<file path="src/frame_energy_voice_activity_gate_defines.svh">
// Assertion macros shared by the voice activity gate RTL.
`ifndef FRAME_ENERGY_VOICE_ACTIVITY_GATE_DEFINES_SVH
`define FRAME_ENERGY_VOICE_ACTIVITY_GATE_DEFINES_SVH

// Property must hold at every clock edge outside reset.
`define FEVAG_ASSERT(name, clk, rst, prop, msg) \
   name: assert property (@(posedge clk) disable iff (rst) (prop)) else $error(msg);

// Condition must never be true outside reset.
`define FEVAG_ASSERT_NEVER(name, clk, rst, cond, msg) \
   name: assert property (@(posedge clk) disable iff (rst) !(cond)) else $error(msg);

`endif

</file>
<file path="src/fevag_pkg.sv">
// Types, constants and register map of the voice activity gate.
`default_nettype none
package fevag_pkg;

   // Field and state widths
   localparam int SAMPLE_W  = 16;
   localparam int MAG_W     = 16;
   localparam int SQ_W      = 2 * MAG_W;
   localparam int SUM_W     = 39;
   localparam int LEVEL_W   = 15;
   localparam int LEVEL_SQ_W = 2 * LEVEL_W;
   localparam int CONFIRM_W = 4;
   localparam int LIMIT_W   = 10;
   localparam int LOUD_W    = 4;
   localparam int QUIET_W   = 10;
   localparam int DATA_W    = 32;
   localparam int ADDR_W    = 4;

   // Default frame length and queue depth
   localparam int MAX_FRAME_DEFAULT = 256;
   localparam int QUEUE_DEPTH       = 4;

   // Register reset values
   localparam logic [LEVEL_W-1:0]   START_LEVEL_RESET    = 15'd200;
   localparam logic [LEVEL_W-1:0]   QUIET_LEVEL_RESET    = 15'd60;
   localparam logic [CONFIRM_W-1:0] CONFIRM_FRAMES_RESET = 4'd2;
   localparam logic [LIMIT_W-1:0]   QUIET_LIMIT_RESET    = 10'd25;

   // Register indexes (byte address / 4)
   typedef enum logic [1:0] {
      CSR_START_LEVEL    = 2'd0,
      CSR_QUIET_LEVEL    = 2'd1,
      CSR_CONFIRM_FRAMES = 2'd2,
      CSR_QUIET_LIMIT    = 2'd3
   } csr_index_type;

   // Gate event codes
   typedef enum logic [1:0] {
      GATE_NONE  = 2'd0,
      GATE_START = 2'd1,
      GATE_END   = 2'd2
   } gate_event_type;

   // Configuration handed from the register file to the decision logic
   typedef struct packed {
      logic [LEVEL_W-1:0]   start_level;
      logic [LEVEL_W-1:0]   quiet_level;
      logic [CONFIRM_W-1:0] confirm_frames;
      logic [LIMIT_W-1:0]   quiet_limit;
   } cfg_type;

endpackage
`default_nettype wire

</file>
<file path="src/fevag_csr.sv">
// APB-style register file holding the gate thresholds and frame counts.
`default_nettype none
module fevag_csr (
   input  wire logic                       clock,
   input  wire logic                       reset,
   input  wire logic                       psel,
   input  wire logic                       penable,
   input  wire logic                       pwrite,
   input  wire logic [fevag_pkg::ADDR_W-1:0] paddr,
   input  wire logic [fevag_pkg::DATA_W-1:0] pwdata,
   output logic      [fevag_pkg::DATA_W-1:0] prdata,
   output logic                            pready,
   output fevag_pkg::cfg_type              cfg
);
   import fevag_pkg::*;

   cfg_type       cfg_ff, cfg_in;
   csr_index_type index;
   logic          wr_en;

   assign index = csr_index_type'(paddr[ADDR_W-1:2]);
   assign wr_en = psel && penable && pwrite;
   assign pready = 1'b1;

   // Register write
   always_comb begin
      cfg_in = cfg_ff;
      if (wr_en) begin
         unique case (index)
            CSR_START_LEVEL:    cfg_in.start_level    = pwdata[LEVEL_W-1:0];
            CSR_QUIET_LEVEL:    cfg_in.quiet_level    = pwdata[LEVEL_W-1:0];
            CSR_CONFIRM_FRAMES: cfg_in.confirm_frames = pwdata[CONFIRM_W-1:0];
            CSR_QUIET_LIMIT:    cfg_in.quiet_limit    = pwdata[LIMIT_W-1:0];
         endcase
      end
   end

   always_ff @(posedge clock) begin
      if (reset) begin
         cfg_ff.start_level    <= START_LEVEL_RESET;
         cfg_ff.quiet_level    <= QUIET_LEVEL_RESET;
         cfg_ff.confirm_frames <= CONFIRM_FRAMES_RESET;
         cfg_ff.quiet_limit    <= QUIET_LIMIT_RESET;
      end else begin
         cfg_ff <= cfg_in;
      end
   end

   // Read back
   always_comb begin
      unique case (index)
         CSR_START_LEVEL:    prdata = {{(DATA_W-LEVEL_W){1'b0}}, cfg_ff.start_level};
         CSR_QUIET_LEVEL:    prdata = {{(DATA_W-LEVEL_W){1'b0}}, cfg_ff.quiet_level};
         CSR_CONFIRM_FRAMES: prdata = {{(DATA_W-CONFIRM_W){1'b0}}, cfg_ff.confirm_frames};
         CSR_QUIET_LIMIT:    prdata = {{(DATA_W-LIMIT_W){1'b0}}, cfg_ff.quiet_limit};
      endcase
   end

   assign cfg = cfg_ff;
endmodule
`default_nettype wire

</file>
<file path="src/fevag_front.sv">
// Front end: squares each sample and accumulates frame energy and count.
`default_nettype none
module fevag_front #(
   parameter int MAX_FRAME = fevag_pkg::MAX_FRAME_DEFAULT,
   parameter int COUNT_W   = $clog2(MAX_FRAME + 1)
) (
   input  wire logic                          clock,
   input  wire logic                          reset,
   input  wire logic                          req_valid,
   output logic                               req_ready,
   input  wire logic signed [fevag_pkg::SAMPLE_W-1:0] req_sample,
   input  wire logic                          req_frame_last,
   output logic                               push_valid,
   input  wire logic                          push_ready,
   output logic [fevag_pkg::SUM_W-1:0]        push_sum,
   output logic [COUNT_W-1:0]                 push_count
);
   import fevag_pkg::*;

   localparam logic [COUNT_W-1:0] FrameMax = COUNT_W'(MAX_FRAME);

   logic               a_valid_ff, a_valid_in;
   logic [SQ_W-1:0]    a_sq_ff;
   logic               a_last_ff;
   logic [MAG_W-1:0]   mag;
   logic               accept;
   logic [SUM_W-1:0]   sum_ff, sum_in;
   logic [COUNT_W-1:0] count_ff, count_in;
   logic [SUM_W:0]     sum_add;
   logic [SUM_W-1:0]   sum_sat;
   logic [COUNT_W-1:0] count_inc;
   logic               frame_end;
   logic               a_take;

   // Square stage: magnitude then product
   assign mag    = req_sample[SAMPLE_W-1] ? (~req_sample + 1'b1) : req_sample;
   assign accept = req_valid && req_ready;

   always_ff @(posedge clock) begin
      if (accept) begin
         a_sq_ff   <= mag * mag;
         a_last_ff <= req_frame_last;
      end
   end

   // Accumulate stage with saturation; frame ends on mark or full count
   assign sum_add   = {1'b0, sum_ff} + {{(SUM_W+1-SQ_W){1'b0}}, a_sq_ff};
   assign sum_sat   = sum_add[SUM_W] ? {SUM_W{1'b1}} : sum_add[SUM_W-1:0];
   assign count_inc = count_ff + 1'b1;
   assign frame_end = a_last_ff || (count_inc == FrameMax);

   assign a_take     = a_valid_ff && (!frame_end || push_ready);
   assign push_valid = a_valid_ff && frame_end;
   assign push_sum   = sum_sat;
   assign push_count = count_inc;
   assign req_ready  = !a_valid_ff || a_take;

   always_comb begin
      a_valid_in = a_valid_ff;
      sum_in     = sum_ff;
      count_in   = count_ff;
      if (a_take) begin
         a_valid_in = 1'b0;
         if (frame_end) begin
            sum_in   = '0;
            count_in = '0;
         end else begin
            sum_in   = sum_sat;
            count_in = count_inc;
         end
      end
      if (accept) begin
         a_valid_in = 1'b1;
      end
   end

   always_ff @(posedge clock) begin
      if (reset) begin
         a_valid_ff <= 1'b0;
         sum_ff     <= '0;
         count_ff   <= '0;
      end else begin
         a_valid_ff <= a_valid_in;
         sum_ff     <= sum_in;
         count_ff   <= count_in;
      end
   end
endmodule
`default_nettype wire

</file>
<file path="src/fevag_queue.sv">
// Short queue of finished frame records between the front and back ends.
`default_nettype none
`include "frame_energy_voice_activity_gate_defines.svh"
module fevag_queue #(
   parameter int WIDTH = 48
) (
   input  wire logic             clock,
   input  wire logic             reset,
   input  wire logic             push_valid,
   output logic                  push_ready,
   input  wire logic [WIDTH-1:0] push_data,
   output logic                  pop_valid,
   input  wire logic             pop_ready,
   output logic      [WIDTH-1:0] pop_data
);
   import fevag_pkg::*;

   localparam int PTR_W = $clog2(QUEUE_DEPTH);
   localparam int CNT_W = $clog2(QUEUE_DEPTH + 1);
   localparam logic [CNT_W-1:0] Depth = CNT_W'(QUEUE_DEPTH);

   logic [WIDTH-1:0] entry_ff [QUEUE_DEPTH];
   logic [PTR_W-1:0] wr_ptr_ff, wr_ptr_in;
   logic [PTR_W-1:0] rd_ptr_ff, rd_ptr_in;
   logic [CNT_W-1:0] fill_ff, fill_in;
   logic             push, pop;

   assign push_ready = (fill_ff != Depth);
   assign pop_valid  = (fill_ff != '0);
   assign push       = push_valid && push_ready;
   assign pop        = pop_valid && pop_ready;
   assign pop_data   = entry_ff[rd_ptr_ff];

   always_ff @(posedge clock) begin
      if (push) begin
         entry_ff[wr_ptr_ff] <= push_data;
      end
   end

   // Pointers wrap over the depth
   always_comb begin
      wr_ptr_in = wr_ptr_ff;
      rd_ptr_in = rd_ptr_ff;
      fill_in   = fill_ff;
      if (push) begin
         wr_ptr_in = (wr_ptr_ff == PTR_W'(QUEUE_DEPTH - 1)) ? '0 : wr_ptr_ff + 1'b1;
      end
      if (pop) begin
         rd_ptr_in = (rd_ptr_ff == PTR_W'(QUEUE_DEPTH - 1)) ? '0 : rd_ptr_ff + 1'b1;
      end
      priority if (push && !pop) begin
         fill_in = fill_ff + 1'b1;
      end else if (pop && !push) begin
         fill_in = fill_ff - 1'b1;
      end else begin
         fill_in = fill_ff;
      end
   end

   always_ff @(posedge clock) begin
      if (reset) begin
         wr_ptr_ff <= '0;
         rd_ptr_ff <= '0;
         fill_ff   <= '0;
      end else begin
         wr_ptr_ff <= wr_ptr_in;
         rd_ptr_ff <= rd_ptr_in;
         fill_ff   <= fill_in;
      end
   end

   `FEVAG_ASSERT(a_fill_bound, clock, reset, fill_ff <= Depth, "queue fill beyond depth")
   `FEVAG_ASSERT(a_fill_track, clock, reset, (push && !pop) |=> (fill_ff == $past(fill_ff) + 1'b1), "queue fill lost a push")
   `FEVAG_ASSERT(a_ptr_gap, clock, reset, (fill_ff == '0) |-> (wr_ptr_ff == rd_ptr_ff), "empty queue with pointer gap")
endmodule
`default_nettype wire

</file>
<file path="src/fevag_back.sv">
// Back end: level bounds, loud/quiet decision, run counters and result register.
`default_nettype none
`include "frame_energy_voice_activity_gate_defines.svh"
module fevag_back #(
   parameter int MAX_FRAME = fevag_pkg::MAX_FRAME_DEFAULT,
   parameter int COUNT_W   = $clog2(MAX_FRAME + 1)
) (
   input  wire logic                   clock,
   input  wire logic                   reset,
   input  wire fevag_pkg::cfg_type     cfg,
   input  wire logic                   pop_valid,
   output logic                        pop_ready,
   input  wire logic [fevag_pkg::SUM_W-1:0] pop_sum,
   input  wire logic [COUNT_W-1:0]     pop_count,
   output logic                        rsp_valid,
   input  wire logic                   rsp_ready,
   output logic                        rsp_frame_forwarded,
   output logic [1:0]                  rsp_gate_event,
   output logic                        rsp_recording_now
);
   import fevag_pkg::*;

   localparam int BOUND_W = LEVEL_SQ_W + COUNT_W;
   localparam int CMP_W   = (BOUND_W > SUM_W) ? BOUND_W : SUM_W;

   logic [LEVEL_SQ_W-1:0] start_sq_ff, quiet_sq_ff;
   logic                  s1_valid_ff, s1_valid_in;
   logic [SUM_W-1:0]      s1_sum_ff;
   logic [BOUND_W-1:0]    s1_bstart_ff, s1_bquiet_ff;
   logic                  out_valid_ff, out_valid_in;
   logic                  out_fwd_ff, out_rec_ff;
   gate_event_type        out_event_ff;
   logic                  out_load, pop;
   logic [CMP_W-1:0]      sum_x, bstart_x, bquiet_x;
   logic                  loud, quiet;
   logic [LOUD_W-1:0]     loud_run_ff, loud_run_in, loud_next;
   logic [QUIET_W-1:0]    quiet_run_ff, quiet_run_in, quiet_next;
   logic                  recording_ff, recording_in;
   logic                  fwd;
   gate_event_type        event_code;

   // Level squares follow the registers
   always_ff @(posedge clock) begin
      start_sq_ff <= cfg.start_level * cfg.start_level;
      quiet_sq_ff <= cfg.quiet_level * cfg.quiet_level;
   end

   // Pipeline control
   assign out_load  = s1_valid_ff && (!out_valid_ff || rsp_ready);
   assign pop_ready = !s1_valid_ff || out_load;
   assign pop       = pop_valid && pop_ready;

   // Bound stage: level squared times sample count
   always_ff @(posedge clock) begin
      if (pop) begin
         s1_sum_ff    <= pop_sum;
         s1_bstart_ff <= start_sq_ff * pop_count;
         s1_bquiet_ff <= quiet_sq_ff * pop_count;
      end
   end

   // Decision stage
   assign sum_x    = CMP_W'(s1_sum_ff);
   assign bstart_x = CMP_W'(s1_bstart_ff);
   assign bquiet_x = CMP_W'(s1_bquiet_ff);
   assign loud     = sum_x > bstart_x;
   assign quiet    = sum_x < bquiet_x;

   always_comb begin
      loud_run_in  = loud_run_ff;
      quiet_run_in = quiet_run_ff;
      recording_in = recording_ff;
      fwd          = 1'b0;
      event_code   = GATE_NONE;
      loud_next    = loud ? ((&loud_run_ff) ? loud_run_ff : loud_run_ff + 1'b1) : '0;
      quiet_next   = (&quiet_run_ff) ? quiet_run_ff : quiet_run_ff + 1'b1;
      if (!recording_ff) begin
         loud_run_in = loud_next;
         if (loud_next >= cfg.confirm_frames) begin
            recording_in = 1'b1;
            quiet_run_in = '0;
            loud_run_in  = '0;
            event_code   = GATE_START;
         end
      end else begin
         fwd = 1'b1;
         if (quiet) begin
            quiet_run_in = quiet_next;
            if (quiet_next > cfg.quiet_limit) begin
               recording_in = 1'b0;
               quiet_run_in = '0;
               event_code   = GATE_END;
            end
         end else begin
            quiet_run_in = '0;
         end
      end
   end

   // Result register
   always_ff @(posedge clock) begin
      if (out_load) begin
         out_fwd_ff   <= fwd;
         out_event_ff <= event_code;
         out_rec_ff   <= recording_in;
      end
   end

   always_comb begin
      s1_valid_in  = s1_valid_ff;
      out_valid_in = out_valid_ff;
      if (out_load) begin
         s1_valid_in = 1'b0;
      end
      if (pop) begin
         s1_valid_in = 1'b1;
      end
      if (rsp_valid && rsp_ready) begin
         out_valid_in = 1'b0;
      end
      if (out_load) begin
         out_valid_in = 1'b1;
      end
   end

   always_ff @(posedge clock) begin
      if (reset) begin
         s1_valid_ff  <= 1'b0;
         out_valid_ff <= 1'b0;
         loud_run_ff  <= '0;
         quiet_run_ff <= '0;
         recording_ff <= 1'b0;
      end else begin
         s1_valid_ff  <= s1_valid_in;
         out_valid_ff <= out_valid_in;
         if (out_load) begin
            loud_run_ff  <= loud_run_in;
            quiet_run_ff <= quiet_run_in;
            recording_ff <= recording_in;
         end
      end
   end

   assign rsp_valid           = out_valid_ff;
   assign rsp_frame_forwarded = out_fwd_ff;
   assign rsp_gate_event      = out_event_ff;
   assign rsp_recording_now   = out_rec_ff;

   `FEVAG_ASSERT(a_start_flags, clock, reset, (out_valid_ff && out_event_ff == GATE_START) |-> (out_rec_ff && !out_fwd_ff), "start frame flags wrong")
   `FEVAG_ASSERT(a_end_flags, clock, reset, (out_valid_ff && out_event_ff == GATE_END) |-> (!out_rec_ff && out_fwd_ff), "end frame flags wrong")
   `FEVAG_ASSERT(a_rec_tracks, clock, reset, out_load |=> (out_rec_ff == recording_ff), "result flag differs from state")
endmodule
`default_nettype wire

</file>
<file path="src/frame_energy_voice_activity_gate.sv">
// Top level of the frame-energy voice activity gate.
// Usage:
//   req_* carries one signed 16-bit sample per item with a last-of-frame mark.
//   A frame also closes by itself once it holds MAX_FRAME samples.
//   rsp_* carries one item per closed frame: forwarded flag, gate event
//   (none, recording started, recording ended by silence) and the
//   recording flag after the decision. Samples inside a frame give no item.
//   The APB-style port sets start_level, quiet_level, confirm_frames and
//   quiet_limit at byte addresses 0, 4, 8 and 12; write them while idle.
// Timing:
//   One sample per cycle is taken while the frame queue has room. The
//   result of a frame passes the square register, the accumulator into
//   the frame queue, the bound multiply and the decision into the result
//   register. Rate is set by the single square-and-accumulate stage.
//   If rsp_ready stays low, the result register, the bound stage and a
//   four-entry frame queue absorb six closed frames; once all are full
//   req_ready drops while the next closing sample waits in the square
//   register. Reset is synchronous; it clears all counters and the
//   recording flag and loads the register defaults (200, 60, 2, 25).
`default_nettype none
module frame_energy_voice_activity_gate #(
   parameter int MAX_FRAME = fevag_pkg::MAX_FRAME_DEFAULT
) (
   input  wire logic                          clock,
   input  wire logic                          reset,
   input  wire logic                          req_valid,
   output logic                               req_ready,
   input  wire logic signed [fevag_pkg::SAMPLE_W-1:0] req_sample,
   input  wire logic                          req_frame_last,
   output logic                               rsp_valid,
   input  wire logic                          rsp_ready,
   output logic                               rsp_frame_forwarded,
   output logic [1:0]                         rsp_gate_event,
   output logic                               rsp_recording_now,
   input  wire logic                          psel,
   input  wire logic                          penable,
   input  wire logic                          pwrite,
   input  wire logic [fevag_pkg::ADDR_W-1:0]  paddr,
   input  wire logic [fevag_pkg::DATA_W-1:0]  pwdata,
   output logic      [fevag_pkg::DATA_W-1:0]  prdata,
   output logic                               pready
);
   import fevag_pkg::*;

   localparam int COUNT_W = $clog2(MAX_FRAME + 1);
   localparam int REC_W   = SUM_W + COUNT_W;

   cfg_type            cfg;
   logic               push_valid, push_ready;
   logic [SUM_W-1:0]   push_sum;
   logic [COUNT_W-1:0] push_count;
   logic               pop_valid, pop_ready;
   logic [REC_W-1:0]   pop_data;

   fevag_csr u_csr (
      .clock   (clock),
      .reset   (reset),
      .psel    (psel),
      .penable (penable),
      .pwrite  (pwrite),
      .paddr   (paddr),
      .pwdata  (pwdata),
      .prdata  (prdata),
      .pready  (pready),
      .cfg     (cfg)
   );

   fevag_front #(.MAX_FRAME(MAX_FRAME), .COUNT_W(COUNT_W)) u_front (
      .clock          (clock),
      .reset          (reset),
      .req_valid      (req_valid),
      .req_ready      (req_ready),
      .req_sample     (req_sample),
      .req_frame_last (req_frame_last),
      .push_valid     (push_valid),
      .push_ready     (push_ready),
      .push_sum       (push_sum),
      .push_count     (push_count)
   );

   fevag_queue #(.WIDTH(REC_W)) u_queue (
      .clock      (clock),
      .reset      (reset),
      .push_valid (push_valid),
      .push_ready (push_ready),
      .push_data  ({push_sum, push_count}),
      .pop_valid  (pop_valid),
      .pop_ready  (pop_ready),
      .pop_data   (pop_data)
   );

   fevag_back #(.MAX_FRAME(MAX_FRAME), .COUNT_W(COUNT_W)) u_back (
      .clock               (clock),
      .reset               (reset),
      .cfg                 (cfg),
      .pop_valid           (pop_valid),
      .pop_ready           (pop_ready),
      .pop_sum             (pop_data[REC_W-1:COUNT_W]),
      .pop_count           (pop_data[COUNT_W-1:0]),
      .rsp_valid           (rsp_valid),
      .rsp_ready           (rsp_ready),
      .rsp_frame_forwarded (rsp_frame_forwarded),
      .rsp_gate_event      (rsp_gate_event),
      .rsp_recording_now   (rsp_recording_now)
   );
endmodule
`default_nettype wire
</file>
<file path="config.mk">
export PLATFORM = sky130hd
export DESIGN_NAME = frame_energy_voice_activity_gate
export DESIGN_NICKNAME = d
export VERILOG_FILES = /design/src/fevag_pkg.sv /design/src/fevag_csr.sv /design/src/fevag_front.sv /design/src/fevag_queue.sv /design/src/fevag_back.sv /design/src/frame_energy_voice_activity_gate.sv
export VERILOG_INCLUDE_DIRS = /design/src /design/src/src
export SDC_FILE = /design/constraint.sdc
export NUM_CORES = 2
export LEC_CHECK = 0
export BUFFER_PORTS_ARGS = -buffer_cell sky130_fd_sc_hd__buf_4
export CORE_ASPECT_RATIO = 1.25
export CORE_MARGIN = 10
export CORE_UTILIZATION = 41
export CTS_BUF_LIST = sky130_fd_sc_hd__clkbuf_16
export CTS_CLUSTER_SIZE = 12
export DETAILED_ROUTE_END_ITERATION = 8
export PLACE_DENSITY_LB_ADDON = 0.25
export SYNTH_ARGS = -nofsm -noshare
export SYNTH_HDL_FRONTEND = slang
export SYNTH_HIERARCHICAL = 1
export SYNTH_SLANG_ARGS = --single-unit
</file>
<file path="constraint.sdc">
create_clock -name clock -period 11.66 [get_ports clock]
set_clock_uncertainty 0.15 [all_clocks]
set_input_delay 1.166 -clock clock [delete_from_list [all_inputs] [get_ports clock]]
set_output_delay 1.166 -clock clock [all_outputs]
set_load 0.03 [all_outputs]
</file>
==> flow_metrics.py <==
metrics = {
    "outcome": {
        "status": "completed",
    },
    "global_routing": {
        "antenna_found_initial": 1,
        "grt_pass1_wl_um": 219000,
        "track_usage_pct": 16.4,
        "gr-total-overflow": 0,
        "grt_max_degree": 90,
        "grt_pass1_vias": 43000,
    },
    "routing": {
        "via_count": 39800,
        "drc": 0,
        "dr.pass1.iters": 5,
        "wl_per_cell_um": 16.5,
        "drt-total-wl_um": 131000,
        "vias_per_cell": 5.03,
        "drtIter0Drc": 1693,
        "ant_nets": 0,
    },
    "worst_setup_path": {
        "cp_top_family": "adder cells",
        "slowest_stage": "xor2_1",
        "cp_max_fo": 17,
        "r2r_end": "u_back/bquiet_x[35]$_DFFE_PP_",
        "startpoint_type": "input port",
        "cpPeakStageDelay_ns": 0.69,
        "path_class": "in2reg",
        "path_buf_inv": 8,
        "cpMostUsedCell": "fa_1",
        "r2r_cells": 18,
        "cp.required_ns": 11.96,
        "r2r_slack_ns": 3.51,
        "crit_start": "req_sample[0]",
        "end_kind": "flip-flop",
        "arrival_ns": 9.82,
    },
    "final_layout": {
        "final_cells": 7896,
        "multi_input_area_um2": 39600,
        "fillCellCount": 13600,
        "seq_area_um2": 13900,
        "antenna-diode-count": 0,
        "nets": 7379,
        "final_layout_size_suffix_gt1_share_pct": 5.21,
        "area_growth_pct": 7.34,
    },
    "floorplanning": {
        "die_y_um": 444,
        "coreArea_um2": 143000,
        "start_util_pct": 41.3,
        "die_x_um": 360,
        "rows": 155,
        "ioPinCount": 99,
        "die_area_um2": 160000,
    },
    "worst_hold_path": {
        "hp-start": "u_back/quiet_run_ff[8]$_SDFFE_PP0P_",
        "min_path_type": "reg2reg",
        "min_to": "u_back/quiet_run_ff[8]$_SDFFE_PP0P_",
        "whs_path_depth": 2,
    },
    "logic_synthesis": {
        "syn_area_um2": 59100,
        "synth-edff-count": 345,
        "synth-async-reset-ratio_pct": 0,
        "synthDistinctLibCells": 104,
        "ys_warn_count": 6,
        "synth_area_per_cell_um2": 9.90,
        "synth_seq_cells": 522,
        "seq_area_frac_synth_pct": 23.5,
        "syn_inst": 5967,
        "ys.flop_type": "edfxtp_1",
    },
    "timing": {
        "hold_viol": 0,
        "setup-violations-final": 0,
        "finalHoldWorstSlack_ns": 0.321,
        "fin_crit_sh_pct": 81.7,
        "tns_ns": 0,
        "tightest_slew_ns": 1.18,
        "maxSlewViolCount": 0,
        "fmax_mhz": 105,
        "post-route-min-period_ns": 9.53,
        "rsz0062_at_grt": "false",
        "slew_headroom_pct": 20.8,
    },
    "placement": {
        "dpl.hpwl_um": 104000,
        "port_buffers": 61,
        "gp_congestion": 0.857,
        "dp_cells": 7787,
    },
    "cts": {
        "cts.sinks": 522,
        "cts-resized-gates": 0,
        "postCtsSetupBuffers": 0,
        "holdBufCountCts": 0,
        "insertion_delay_ns": 0.70,
        "cts.path.max_buffers": 3,
        "numCtsBuffers": 59,
        "ctsHtreeMaxLevel": 2,
        "root_buffer": "clkbuf_16",
        "cts_tree": "built",
        "clk_pin_slew_ns": 0.06,
    },
    "job": {
        "max-cap-violations": 0,
    },
}
layer usage:
metal,share of wire (%),GRT usage [%]
met1,42,20.1
met2,52,30.3
met3,2.6,1.54
met4,3.0,5.02
met5,0,0
flip-flops by register name, summed over array words and instances (netlist names), 2 cells and up, named ones only:
signal and flops:
u_queue/entry_ff 192, u_csr/cfg 44, u_back/bquiet_x 39, u_back/bstart_x 39
u_back/s1_sum_ff 39, u_front/sum_ff 39, u_front/a_sq_ff 31, u_back/quiet_sq_ff 29
u_back/start_sq_ff 29, u_back/quiet_run_ff 10, u_front/count_ff 9, u_back/loud_run_ff 4
u_queue/fill_ff 3, u_back/rsp_gate_event 2, u_queue/rd_ptr_ff 2, u_queue/wr_ptr_ff 2
logic make-up (layout without fill, tap and decap cells):
logic type / Yosys count / after routing / synth area share, %
XOR/XNOR: 220 / 220 / 3.29
flip-flops: 522 / 522 / 23.5
AND/OR/NAND/NOR: 1549 / 1549 / 13.1
multiplexers: 117 / 117 / 3.10
AO/OA/AOI/OAI: 727 / 727 / 8.22
adder cells (fa/ha/maj): 1355 / 1355 / 39.1
other: 6 / 38 / 0.0381
buffers and inverters: 1471 / 1484 / 9.62
worst register-to-register path: cells and delay by family, from the launching register on:
family                     cells  cell delay, ns
DFF                            1            0.41
adders and majority gates      5            2.39
AOI/OAI and AO/OA              3            1.56
muxes                          1            1.01
buffers and inverters          4            1.21
and+or+nand+nor                4            1.09
xor gates and xnor gates       1            0.09
how the worst max path moves through the flow:
stage	to	slack, ns	cells past startpoint
3_3_place_gp	u_front/a_sq_ff[31]$_DFFE_PP_	1.52	31
2_1_floorplan	u_front/a_sq_ff[31]$_DFFE_PP_	3.06	29
3_5_place_dp	u_front/a_sq_ff[31]$_DFFE_PP_	1.43	31
5_1_grt	u_front/a_sq_ff[31]$_DFFE_PP_	1.74	31
6_report	u_front/a_sq_ff[31]$_DFFE_PP_	2.13	31
4_1_cts	u_front/a_sq_ff[31]$_DFFE_PP_	2.20	31
area by class of cell:
cell class,count,area share [%]
clock inverters,47,0.641
inverters,1266,7.49
flip-flops and latches,522,21.9
repair buffers,109,1.29
multi-input cells,4006,62.5
well taps,1884,3.72
clock buffers,62,2.45
Yosys cell counts (14+ instances only):
library cell | instances | area (um2)
clkbuf_1 | 152 | 571
nand3_1 | 61 | 305
mux4_2 | 52 | 1170
and3_1 | 21 | 131
ha_1 | 535 | 6690
o21ai_1 | 30 | 150
a211oi_1 | 29 | 218
o21ai_0 | 103 | 515
nand4_1 | 39 | 244
a22o_1 | 33 | 289
o211ai_1 | 14 | 105
a21o_1 | 136 | 1020
xor2_1 | 72 | 631
and2_1 | 391 | 2450
inv_1 | 1259 | 4730
a31oi_1 | 21 | 131
nand2_1 | 566 | 2120
buf_4 | 25 | 188
nand2b_1 | 70 | 438
edfxtp_1 | 345 | 10400
o21bai_1 | 24 | 180
nor2_1 | 220 | 826
xnor2_1 | 146 | 1280
fa_1 | 820 | 16400
nor2b_1 | 41 | 257
mux2i_1 | 57 | 571
nor3_1 | 45 | 225
a21oi_1 | 185 | 926
dfxtp_1 | 177 | 3540
o21a_1 | 31 | 233
cells in the final DEF, fill, tap and decap left out, types with 109 or more instances in the layout:
| cell type | netlist | routed |
|---|---|---|
| nor2_1 | 220 | 220 |
| inv_1 | 1259 | 1282 |
| and2_1 | 391 | 390 |
| dfxtp_1 | 177 | 175 |
| ha_1 | 535 | 535 |
| edfxtp_1 | 345 | 345 |
| a21oi_1 | 185 | 185 |
| fa_1 | 820 | 820 |
| buf_4 | 25 | 109 |
| a21o_1 | 136 | 136 |
| nand2_1 | 566 | 566 |
| xnor2_1 | 146 | 146 |
stage by stage:
stage               setup WS (ns)  area (um2)  utilization [%]
finish                       2.13       63400             44.4
global route                 1.74       63400             44.4
global placement             1.52       61500             43.0
CTS                          2.20       63400             44.4
detailed placement           1.43       61500             43.0
floorplan                    3.06       59200                -
Power is not shown: default switching activity piles up to over one toggle a cycle in this logic, so the estimate is an artifact.
